===== src/rtl/core/knps_pkg.sv =====
// ============================================================================
// knps_pkg - shared types and codes for the k-nearest point selector
// Beat layouts of both channels, slot contents, register indexes and the
// controller state encoding.
// ============================================================================
package knps_pkg;

  localparam int COORD_W = 16;
  localparam int ID_W    = 16;
  localparam int DIST_W  = 33;
  localparam int KCFG_W  = 5;
  localparam int CFG_IDX_W = 2;

  // configuration register indexes
  localparam logic [CFG_IDX_W-1:0] CFG_QUERY_X = 2'd0;
  localparam logic [CFG_IDX_W-1:0] CFG_QUERY_Y = 2'd1;
  localparam logic [CFG_IDX_W-1:0] CFG_K_USED  = 2'd2;

  typedef struct packed {
    logic signed [COORD_W-1:0] point_x;
    logic signed [COORD_W-1:0] point_y;
    logic [ID_W-1:0]           point_id;
    logic                      last_point;
  } knps_in_t;

  typedef struct packed {
    logic [ID_W-1:0]   neighbour_id;
    logic [DIST_W-1:0] neighbour_distance;
    logic              last_result;
  } knps_out_t;

  typedef struct packed {
    logic [ID_W-1:0]   id;
    logic [DIST_W-1:0] distance;
  } knps_slot_t;

  // per-cell control
  typedef struct packed {
    logic shift;
    logic wr;
  } knps_cell_ctrl_t;

  typedef enum logic [2:0] {
    S_IDLE,
    S_SQUARE,
    S_DECIDE,
    S_SCAN,
    S_EMIT
  } knps_state_t;

endpackage


===== src/rtl/core/knps_dist.sv =====
// ============================================================================
// knps_dist - squared distance datapath
// Two registered stages: coordinate difference magnitudes, then squares.
// The sum of the two squares is presented combinationally.
// ============================================================================
module knps_dist
  import knps_pkg::*;
(
  input  logic                      clk,
  input  logic                      ld_diff,
  input  logic                      ld_square,
  input  logic signed [COORD_W-1:0] point_x,
  input  logic signed [COORD_W-1:0] point_y,
  input  logic signed [COORD_W-1:0] query_x,
  input  logic signed [COORD_W-1:0] query_y,
  output logic [DIST_W-1:0]         sq_dist
);

  logic signed [COORD_W:0]   dx, dy;
  logic [COORD_W:0]          mag_x, mag_y;
  logic [COORD_W-1:0]        mag_x_r, mag_y_r;
  logic [2*COORD_W-1:0]      sq_x_r, sq_y_r;

  always_comb begin
    dx    = {point_x[COORD_W-1], point_x} - {query_x[COORD_W-1], query_x};
    dy    = {point_y[COORD_W-1], point_y} - {query_y[COORD_W-1], query_y};
    mag_x = dx[COORD_W] ? (COORD_W+1)'(-dx) : dx;
    mag_y = dy[COORD_W] ? (COORD_W+1)'(-dy) : dy;
  end

  always_ff @(posedge clk) begin
    if (ld_diff) begin
      mag_x_r <= mag_x[COORD_W-1:0];
      mag_y_r <= mag_y[COORD_W-1:0];
    end
    if (ld_square) begin
      sq_x_r <= mag_x_r * mag_x_r;
      sq_y_r <= mag_y_r * mag_y_r;
    end
  end

  assign sq_dist = DIST_W'(sq_x_r) + DIST_W'(sq_y_r);

endmodule


===== src/rtl/core/knps_cell.sv =====
// ============================================================================
// knps_cell - one neighbour slot of the ring
// Holds one id and distance; loads a new entry or takes its neighbour's entry.
// ============================================================================
module knps_cell
  import knps_pkg::*;
(
  input  logic            clk,
  input  knps_cell_ctrl_t ctrl,
  input  knps_slot_t      wr_data,
  input  knps_slot_t      shift_in,
  output knps_slot_t      q
);

  knps_slot_t slot_r;
  knps_slot_t slot_nxt;

  always_comb begin
    slot_nxt = slot_r;
    if (ctrl.wr) begin
      slot_nxt = wr_data;
    end else if (ctrl.shift) begin
      slot_nxt = shift_in;
    end
  end

  always_ff @(posedge clk) begin
    slot_r <= slot_nxt;
  end

  assign q = slot_r;

endmodule


===== src/rtl/core/k_nearest_point_selector_unit.sv =====
// ============================================================================
// k_nearest_point_selector_unit - brute-force k nearest neighbour selection
// Keeps the k nearest candidates to a configured query point in a ring of
// slot cells and emits them in slot order on the final candidate.
// ============================================================================
// Usage:
//   Write query_x, query_y and k_used through the cfg_ port while idle.
//   Present a candidate beat on in_item and raise start; it is taken at an
//   edge where start is high and busy is low.
//   Each candidate passes the difference, square and decide steps in turn.
//   When it enters a slot, the farthest slot is found again by rotating
//   the ring of K_MAX cells once past the head compare.
//   A candidate with last_point set skips that search and rotates the ring
//   once for output instead, with one result beat per filled slot, in
//   slot order, on consecutive cycles. out_strobe marks each beat for
//   exactly one cycle; the receiver cannot stall it. last_result flags
//   the final beat.
//   After the last beat the fill count clears, ready for the next query.
//   Reset (synchronous, rst_n low) returns to idle with no slots filled,
//   query (0, 0) and k_used 1. Slot contents are not cleared; only filled
//   slots are ever read.
// ============================================================================
module k_nearest_point_selector_unit
  import knps_pkg::*;
#(
  parameter int K_MAX = 16
)(
  input  logic                 clk,
  input  logic                 rst_n,
  input  logic                 start,
  output logic                 busy,
  input  knps_in_t             in_item,
  output logic                 out_strobe,
  output knps_out_t            out_result,
  input  logic                 cfg_wr_en,
  input  logic [CFG_IDX_W-1:0] cfg_index,
  input  logic [COORD_W-1:0]   cfg_wdata
);

  // slot index and fill count widths follow the slot count
  localparam int SW = (K_MAX > 1) ? $clog2(K_MAX) : 1;
  localparam int CW = $clog2(K_MAX + 1);

  // configuration registers
  logic signed [COORD_W-1:0] cfg_query_x_r;
  logic signed [COORD_W-1:0] cfg_query_y_r;
  logic [KCFG_W-1:0]         cfg_k_used_r;

  // controller state
  knps_state_t       state_r, state_nxt;
  logic [SW-1:0]     step_r, step_nxt;
  logic [CW-1:0]     fill_r, fill_nxt;
  logic [DIST_W-1:0] far_dist_r, far_dist_nxt;
  logic [SW-1:0]     far_slot_r, far_slot_nxt;
  logic              last_r;
  logic [ID_W-1:0]   id_r;
  logic              out_strobe_r, out_strobe_nxt;
  knps_out_t         out_result_r;

  // decoded controls
  logic              ld_diff, ld_square, cell_wr, ring_shift;
  logic [DIST_W-1:0] cand_dist;
  logic [CW-1:0]     k_eff;
  logic              do_fill, do_replace, do_insert;
  logic              step_done, step_in_fill;
  logic [SW-1:0]     wr_idx;
  knps_slot_t        wr_slot;
  knps_slot_t        cell_q [K_MAX];

  assign busy = (state_r != S_IDLE);

  // --------------------------------------------------------------------------
  // Configuration port: plain writes, unknown indexes dropped
  // --------------------------------------------------------------------------
  always_ff @(posedge clk) begin
    if (!rst_n) begin
      cfg_query_x_r <= '0;
      cfg_query_y_r <= '0;
      cfg_k_used_r  <= KCFG_W'(1);
    end else if (cfg_wr_en) begin
      unique case (cfg_index)
        CFG_QUERY_X: cfg_query_x_r <= cfg_wdata;
        CFG_QUERY_Y: cfg_query_y_r <= cfg_wdata;
        CFG_K_USED:  cfg_k_used_r  <= cfg_wdata[KCFG_W-1:0];
        default: ;
      endcase
    end
  end

  // clamp k to 1..K_MAX
  always_comb begin
    if (cfg_k_used_r == '0) begin
      k_eff = CW'(1);
    end else if (int'(cfg_k_used_r) > K_MAX) begin
      k_eff = CW'(K_MAX);
    end else begin
      k_eff = CW'(cfg_k_used_r);
    end
  end

  // --------------------------------------------------------------------------
  // Distance datapath
  // --------------------------------------------------------------------------
  knps_dist u_dist (
    .clk       (clk),
    .ld_diff   (ld_diff),
    .ld_square (ld_square),
    .point_x   (in_item.point_x),
    .point_y   (in_item.point_y),
    .query_x   (cfg_query_x_r),
    .query_y   (cfg_query_y_r),
    .sq_dist   (cand_dist)
  );

  // hold id and last flag of the beat in flight
  always_ff @(posedge clk) begin
    if (ld_diff) begin
      id_r <= in_item.point_id;
    end
  end

  always_ff @(posedge clk) begin
    if (!rst_n) begin
      last_r <= 1'b0;
    end else if (ld_diff) begin
      last_r <= in_item.last_point;
    end
  end

  // --------------------------------------------------------------------------
  // Insert decision: fill the next free slot, else replace the farthest one
  // when strictly nearer
  // --------------------------------------------------------------------------
  always_comb begin
    do_fill    = (fill_r < k_eff);
    do_replace = !do_fill && (cand_dist < far_dist_r);
    do_insert  = do_fill || do_replace;
    wr_idx     = do_fill ? fill_r[SW-1:0] : far_slot_r;
    wr_slot.id       = id_r;
    wr_slot.distance = cand_dist;
  end

  // --------------------------------------------------------------------------
  // Ring of slot cells. Cell i takes from cell i+1, so the head (cell 0)
  // shows slot j after j shifts; a full turn of K_MAX shifts restores order.
  // Writes only happen with the ring at rest.
  // --------------------------------------------------------------------------
  for (genvar gi = 0; gi < K_MAX; gi++) begin : g_cell
    knps_cell_ctrl_t ctrl;
    always_comb begin
      ctrl.shift = ring_shift;
      ctrl.wr    = cell_wr && (wr_idx == SW'(gi));
    end
    knps_cell u_cell (
      .clk      (clk),
      .ctrl     (ctrl),
      .wr_data  (wr_slot),
      .shift_in (cell_q[(gi + 1) % K_MAX]),
      .q        (cell_q[gi])
    );
  end

  assign step_done    = (step_r == SW'(K_MAX - 1));
  assign step_in_fill = (CW'(step_r) < fill_r);

  // --------------------------------------------------------------------------
  // Controller: next state
  // --------------------------------------------------------------------------
  always_comb begin
    state_nxt = state_r;
    unique case (state_r)
      S_IDLE: begin
        if (start) state_nxt = S_SQUARE;
      end
      S_SQUARE: state_nxt = S_DECIDE;
      S_DECIDE: begin
        if (last_r) begin
          state_nxt = S_EMIT;
        end else if (do_insert) begin
          state_nxt = S_SCAN;
        end else begin
          state_nxt = S_IDLE;
        end
      end
      S_SCAN: begin
        if (step_done) state_nxt = S_IDLE;
      end
      S_EMIT: begin
        if (step_done) state_nxt = S_IDLE;
      end
      default: state_nxt = S_IDLE;
    endcase
  end

  // --------------------------------------------------------------------------
  // Controller: outputs
  // --------------------------------------------------------------------------
  always_comb begin
    ld_diff    = 1'b0;
    ld_square  = 1'b0;
    cell_wr    = 1'b0;
    ring_shift = 1'b0;
    unique case (state_r)
      S_IDLE:   ld_diff    = start;
      S_SQUARE: ld_square  = 1'b1;
      S_DECIDE: cell_wr    = do_insert;
      S_SCAN:   ring_shift = 1'b1;
      S_EMIT:   ring_shift = 1'b1;
      default: ;
    endcase
  end

  // --------------------------------------------------------------------------
  // Fill count, farthest tracking, step counter and result strobe
  // --------------------------------------------------------------------------
  always_comb begin
    fill_nxt       = fill_r;
    far_dist_nxt   = far_dist_r;
    far_slot_nxt   = far_slot_r;
    step_nxt       = '0;
    out_strobe_nxt = 1'b0;
    case (state_r)
      S_DECIDE: begin
        if (do_fill) fill_nxt = fill_r + CW'(1);
        // restart the farthest search after any insert
        if (do_insert) begin
          far_dist_nxt = '0;
          far_slot_nxt = '0;
        end
      end
      S_SCAN: begin
        step_nxt = step_done ? '0 : step_r + SW'(1);
        // strictly greater keeps the lowest index on ties
        if (step_in_fill && (cell_q[0].distance > far_dist_r)) begin
          far_dist_nxt = cell_q[0].distance;
          far_slot_nxt = step_r;
        end
      end
      S_EMIT: begin
        step_nxt       = step_done ? '0 : step_r + SW'(1);
        out_strobe_nxt = step_in_fill;
        if (step_done) begin
          fill_nxt     = '0;
          far_dist_nxt = '0;
          far_slot_nxt = '0;
        end
      end
      default: ;
    endcase
  end

  always_ff @(posedge clk) begin
    if (!rst_n) begin
      state_r      <= S_IDLE;
      step_r       <= '0;
      fill_r       <= '0;
      far_dist_r   <= '0;
      far_slot_r   <= '0;
      out_strobe_r <= 1'b0;
    end else begin
      state_r      <= state_nxt;
      step_r       <= step_nxt;
      fill_r       <= fill_nxt;
      far_dist_r   <= far_dist_nxt;
      far_slot_r   <= far_slot_nxt;
      out_strobe_r <= out_strobe_nxt;
    end
  end

  // result payload: head of the ring during output
  always_ff @(posedge clk) begin
    if (state_r == S_EMIT) begin
      out_result_r.neighbour_id       <= cell_q[0].id;
      out_result_r.neighbour_distance <= cell_q[0].distance;
      out_result_r.last_result        <= (CW'(step_r) == fill_r - CW'(1));
    end
  end

  assign out_strobe = out_strobe_r;
  assign out_result = out_result_r;

`ifndef SYNTHESIS
  a_strobe_from_emit: assert property (@(posedge clk) disable iff (!rst_n)
    out_strobe_r |-> $past(state_r == S_EMIT))
    else $error("result beat outside output phase");

  a_fill_bounded: assert property (@(posedge clk) disable iff (!rst_n)
    CW'(K_MAX) >= fill_r)
    else $error("fill count beyond slot count");

  a_accept_goes_busy: assert property (@(posedge clk) disable iff (!rst_n)
    (start && !busy) |=> (state_r == S_SQUARE))
    else $error("accepted beat not taken up");

  a_fill_cleared: assert property (@(posedge clk) disable iff (!rst_n)
    ($past(state_r == S_EMIT) && state_r == S_IDLE) |-> (fill_r == '0))
    else $error("fill count not cleared after output");

  a_ring_at_rest_on_write: assert property (@(posedge clk) disable iff (!rst_n)
    cell_wr |-> (step_r == '0 && !ring_shift))
    else $error("slot written while ring rotated");
`endif

endmodule

===== config.mk =====
export PLATFORM = sky130hd
export DESIGN_NAME = k_nearest_point_selector_unit
export DESIGN_NICKNAME = d
export VERILOG_FILES = /design/src/rtl/core/knps_pkg.sv /design/src/rtl/core/knps_dist.sv /design/src/rtl/core/knps_cell.sv /design/src/rtl/core/k_nearest_point_selector_unit.sv
export SDC_FILE = /design/constraint.sdc
export NUM_CORES = 2
export LEC_CHECK = 0
export BUFFER_PORTS_ARGS = -buffer_cell sky130_fd_sc_hd__buf_2
export CAP_MARGIN = 20
export CELL_PAD_IN_SITES_DETAIL_PLACEMENT = 2
export CELL_PAD_IN_SITES_GLOBAL_PLACEMENT = 2
export CORE_AREA = 2 2 526 319
export CTS_BUF_LIST = sky130_fd_sc_hd__clkbuf_4 sky130_fd_sc_hd__clkbuf_8
export CTS_CLUSTER_DIAMETER = 200
export DETAILED_ROUTE_END_ITERATION = 10
export DIE_AREA = 0 0 528 321
export PLACE_DENSITY = 0.73
export SYNTH_ARGS = -nofsm -noshare
export SYNTH_HDL_FRONTEND = slang
export SYNTH_HIERARCHICAL = 1
export SYNTH_SLANG_ARGS = --single-unit

===== constraint.sdc =====
create_clock -name clk -period 22.3 [get_ports clk]
set_input_delay 0 -clock clk [delete_from_list [all_inputs] [get_ports clk]]
set_output_delay 0 -clock clk [all_outputs]
set_load 0.03 [all_outputs]

# Yosys cells after proc, flatten, opt, wreduce, memory -nomap -nowiden
# Index checks and enable logic that the tools add are counted.
# W data, S select, Z words.
[op_classes]
bitwise_logic = 2
n_eq_ne = 29
reduce_logical = 52
n_addsub = 8
muxes = 57
n_lt_le_gt_ge = 5
multipliers = 2
[ops]
columns = ["operator", "count"]
rows = [
  ["$mux W49", 32],
  ["$mux W33", 3],
  ["$pmux W33 S3", 1],
  ["$mul A16 B16 Y32", 2],
  ["$eq A4 B4 Y1 const B", 9],
  ["$reduce_bool A2 Y1", 17],
  ["$sub A16 B16 Y17", 2],
  ["$add A32 B32 Y33", 1],
  ["$gt A33 B33 Y1", 1],
  ["$lt A33 B33 Y1", 1],
  ["$mux W16", 2],
  ["$neg A16 Y16", 2],
  ["$mux W5", 4],
  ["$logic_and A1 B1 Y1", 18],
  ["$eq A4 B3 Y1 const B", 4],
  ["$mux W4", 4],
  ["$pmux W3 S4", 1],
  ["$pmux W4 S3", 1],
  ["$ne A2 B2 Y1 const B", 5],
  ["$pmux W5 S2", 1],
  ["$reduce_and A2 Y1", 5],
  ["$mux W3", 3],
  ["$eq A4 B2 Y1 const B", 2],
  ["$eq A3 B2 Y1 const B", 2],
  ["27 further kinds", 32],
]
[word_totals]
reg_bits = 1034
input_bits = 71
out_inout_bits = 52

# Depth between registers and ports, before layout
[logic_depth]
depth_word = 10
ltp_mapped = 26

# Hierarchy
# The synthesis kept the hierarchy.
[modules_own_cells]
columns = ["mod", "area_per_inst_um2", "instances", "seq_area_each_um2", "cells_each"]
rows = [
  ["knps_cell", 2324.7, 16, 1471.4, 105],
  ["knps_dist", 20828.7, 1, 2822.7, 2265],
  ["k_nearest_point_selector_unit", 7578.5, 1, 3743.6, 772],
]

# Least setup slack after synthesis
# Ideal clock, no wire load.
[synth_path]
path_kind = "reg-to-reg"
startpoint = "reg u_dist.sq_x_r[3]"
endpoint = "reg g_cell[0].u_cell.slot_r (netlist bit g_cell[0].u_cell/q[0]) (enable)"
n_path_buf = 2
setup_slack_ps = 15118
t_required_ps = 21891
period_less_slack_ps = 7182
path_stages_with_launch = 21
arrival_ps = 6773
cell_sequence = "edfxtp_1 > ha_1 > a21oi_2 > o21ai_2 > o221ai_2 > a211o_2 > a31oi_2 > a41oi_1 > a211o_1 > o311ai_0 > ha_1 > a21oi_1 > nand2_1 > a21oi_1 > a21boi_1 > nor3_1 > nand2_1 > nor3_1 > buf_6 > buf_12 > or2_1"
[synth_rtl]
columns = ["item", "line_no", "rtl"]
rows = [
  ["start, declared", "knps_dist.sv:22", "logic [2*COORD_W-1:0] sq_x_r, sq_y_r;"],
  ["start signal, assigned", "knps_dist.sv:37", "sq_x_r <= mag_x_r * mag_x_r;"],
  ["end signal, assigned", "knps_cell.sv:28", "slot_r <= slot_nxt;"],
  ["end, declared", "knps_cell.sv:15", "knps_slot_t slot_r;"],
]

==> flow_metrics.tcl <==
set metrics [dict create \
    die_area_um2 169000 \
    relSlewSlack_pct 18.5 \
    hold_viol 0 \
    avgViaCountPerCell 5.57 \
    startpoint_type "flip-flop" \
    cts_max_path_buffers 3 \
    grt_setup_unrepaired "no" \
    ys_seq_elements 1032 \
    finish.net_count 5793 \
    place.gp.congestion 0.842 \
    drt_iter0_drc 3823 \
    worstHoldPathCells 6 \
    start_util_pct 39.7 \
    fin_util_pct 43.9 \
    gr-usage-all-layers_pct 26.2 \
    clock_latency_ns 0.93 \
    reg2reg_to "g_cell[13].u_cell/q[47]" \
    wl_per_cell_um 30.1 \
    drc 0 \
    worstSetupPathType "flip-flop to flip-flop" \
    synthFlopType "edfxtp_1" \
    core_um2 165000 \
    grt_start_max_net_pins 81 \
    worstPathMaxFanout 50 \
    drv_cap 0 \
    postCtsHoldBufs 144 \
    cp-end-kind "flip-flop" \
    crit_arrival_ns 8.96 \
    fin_setup_tns_ns 0 \
    clockRootBuffer "clkbuf_8" \
    synth-seq-area-share_pct 45.9 \
    vias 41085 \
    slew_violations 0 \
    h-tree-depth 4 \
    numCtsBuffers 164 \
    hold_path.class "primary input to flip-flop" \
    numPortBuffers 122 \
    gr-total-overflow 0 \
    period_share_pct 38.0 \
    rr_worst_depth 21 \
    hold_path_startpoint "in_item[26]" \
    syn_area_um2 65600 \
    dr.pass1.iters 6 \
    dpl.cell_count 6924 \
    skew_ns 0.0696 \
    outcome "complete, no violations" \
    cts_tree "yes" \
    cts_sinks 1032 \
    cp.required_ns 22.80 \
    r2r_start "u_dist/sq_x_r[22]" \
    fin_crit_ns 8.46 \
    wirelength_um 222000 \
    syn-num-nets 5455 \
    die-height_um 321 \
    fp-row-count 116 \
    worst_pin_slew_ns 1.22 \
    cts_resized 0 \
    regToRegSetupSlack_ns 13.84 \
    grt_pass1_vias 45894 \
    fp.dieW_um 528 \
    io_pins 123 \
    synth.distinct_cells 99 \
    synthCells 4717 \
    antenna_found_initial 20 \
    syn_avg_cell_area_um2 13.9 \
    ant_nets 0 \
    dp.final_hpwl_um 139000 \
    finalSetupViolations 0 \
    syn_to_final_growth_pct 10.4 \
    post-cts-setup-buffers 0 \
    grt_pass1_wl_um 325000 \
    path_clk_slew_ns 0.07 \
    drive_gt1_share_pct 25.9 \
    synth_edf_count 944 \
    instances_no_fill 7375 \
    hold-path-endpoint "u_dist/mag_y_r[9]" \
    async_flop_share_pct 0 \
    hold_ws_ns 0.111 \
    ys.warnings.count 6 \
    fmax_mhz 118 \
]
[metrics by stage]
step                instance area (um^2)  worst slack, ns
floorplan                          65600            15.12
global placement                   67600            14.87
detailed placement                 67600            14.43
CTS                                72300            14.08
global route                       72400            13.64
finish                             72500            13.84
[cell usage after synthesis, types with 39 or more instances]
| cell type | count | area (um^2) |
|---|---|---|
| buf_12 | 83 | 1660 |
| fa_1 | 326 | 6530 |
| nand3_1 | 87 | 435 |
| nor2_1 | 145 | 544 |
| ha_1 | 341 | 4270 |
| xnor2_1 | 99 | 867 |
| dfxtp_1 | 88 | 1760 |
| xor2_1 | 39 | 342 |
| inv_1 | 620 | 2330 |
| edfxtp_1 | 944 | 28300 |
| nand2_1 | 318 | 1190 |
| a21o_1 | 42 | 315 |
| clkbuf_1 | 76 | 285 |
| o21ai_0 | 62 | 310 |
| a21oi_1 | 158 | 791 |
| and2_1 | 72 | 450 |
| mux2_4 | 784 | 11800 |
| mux2i_1 | 45 | 450 |
[per-layer routing]
layer / wire length [um] / vias to the layer above / share of wire [%] / track usage, %
met2: 99200 / 1530 / 45 / 40.6
li1: - / 17194 / - / -
met5: 34 / - / 0.015 / 0
met4: 7370 / 4 / 3.3 / 9.27
met3: 14500 / 419 / 6.5 / 4.41
met1: 101000 / 21938 / 45 / 36.9
[critical path, cell delays in order, from the launching register on]
cell and delay [ns]:
edfxtp_1 0.62, ha_1 0.45, a21o_1 0.18, a221oi_1 0.34, o21ai_0 0.21, a21oi_1 0.33
a31oi_2 0.13, a41oi_1 0.38, a211o_1 0.29, or4b_1 0.49, o311ai_2 0.10, buf_4 0.33
ha_1 0.34, a21oi_1 0.30, nand2_1 0.12, a21oi_1 0.21, a21boi_1 0.14, nor3_1 0.47
nand3_1 0.48, nor2_4 0.23, buf_4 0.92, or2_4 1.01
[placed cells by master, fill, tap and decap left out, drive strengths merged, types with 87 or more instances in the layout]
| cell type | netlist | routed |
|---|---|---|
| clkbuf | 76 | 230 |
| fa | 326 | 326 |
| xnor2 | 100 | 100 |
| a21oi | 160 | 160 |
| edfxtp | 944 | 944 |
| nand2 | 318 | 318 |
| dlygate4sd3 | 0 | 144 |
| nand3 | 87 | 87 |
| ha | 341 | 341 |
| dfxtp | 88 | 88 |
| inv | 621 | 625 |
| mux2 | 790 | 790 |
| buf | 102 | 206 |
| nor2 | 146 | 146 |
[sequential cells by signal, indices dropped and copies added (netlist names)]
name / count
id_r: 16
far_slot_r: 4
u_dist/sq_y_r: 31
fill_r: 5
out_result: 50
u_dist/sq_x_r: 31
g_cell.u_cell/q: 784
u_dist/mag_x_r: 16
cfg_query_y_r: 16
out_strobe: 1
far_dist_r: 33
cfg_query_x_r: 16
cfg_k_used_r: 5
last_r: 1
step_r: 4
state_r: 3
u_dist/mag_y_r: 16
[worst max-delay path by stage]
stage | startpoint | end | slack (ns) | depth (start not counted)
2_1_floorplan | u_dist/sq_x_r[3] | g_cell[0].u_cell/q[0] | 15.12 | 20
6_report | u_dist/sq_x_r[22] | g_cell[13].u_cell/q[47] | 13.84 | 21
3_3_place_gp | u_dist/sq_x_r[3] | g_cell[13].u_cell/q[26] | 14.87 | 18
4_1_cts | u_dist/sq_x_r[22] | g_cell[13].u_cell/q[7] | 14.08 | 21
5_1_grt | u_dist/sq_x_r[22] | g_cell[13].u_cell/q[31] | 13.64 | 21
3_5_place_dp | u_dist/sq_x_r[3] | g_cell[13].u_cell/q[36] | 14.43 | 18
[layout make-up]
class / count / area (um^2)
clock inverter: 66 / 470
tap: 2183 / 2730
clock buffer: 230 / 2850
fill: 16091 / 92700
antenna: 7 / 17.5
sequential: 1032 / 30100
timing repair buffer: 350 / 2750
multi-input combinational: 2885 / 31200
inverter: 622 / 2340
[cell families (layout without fill, tap and decap cells)]
logic type	Yosys count	count (layout)	synth area share, %
flops	1032	1032	45.9
mux	835	835	18.7
simple gates	808	808	5.83
buf+inv	800	1268	6.84
fa+ha+maj	667	667	16.5
compound gates	436	436	4.38
xor+xnor	139	139	1.87
other cells	0	7	0
Power is left out: the tool's default activity adds up to more than one toggle a clock period on the data nets, which glitch-free logic cannot reach.
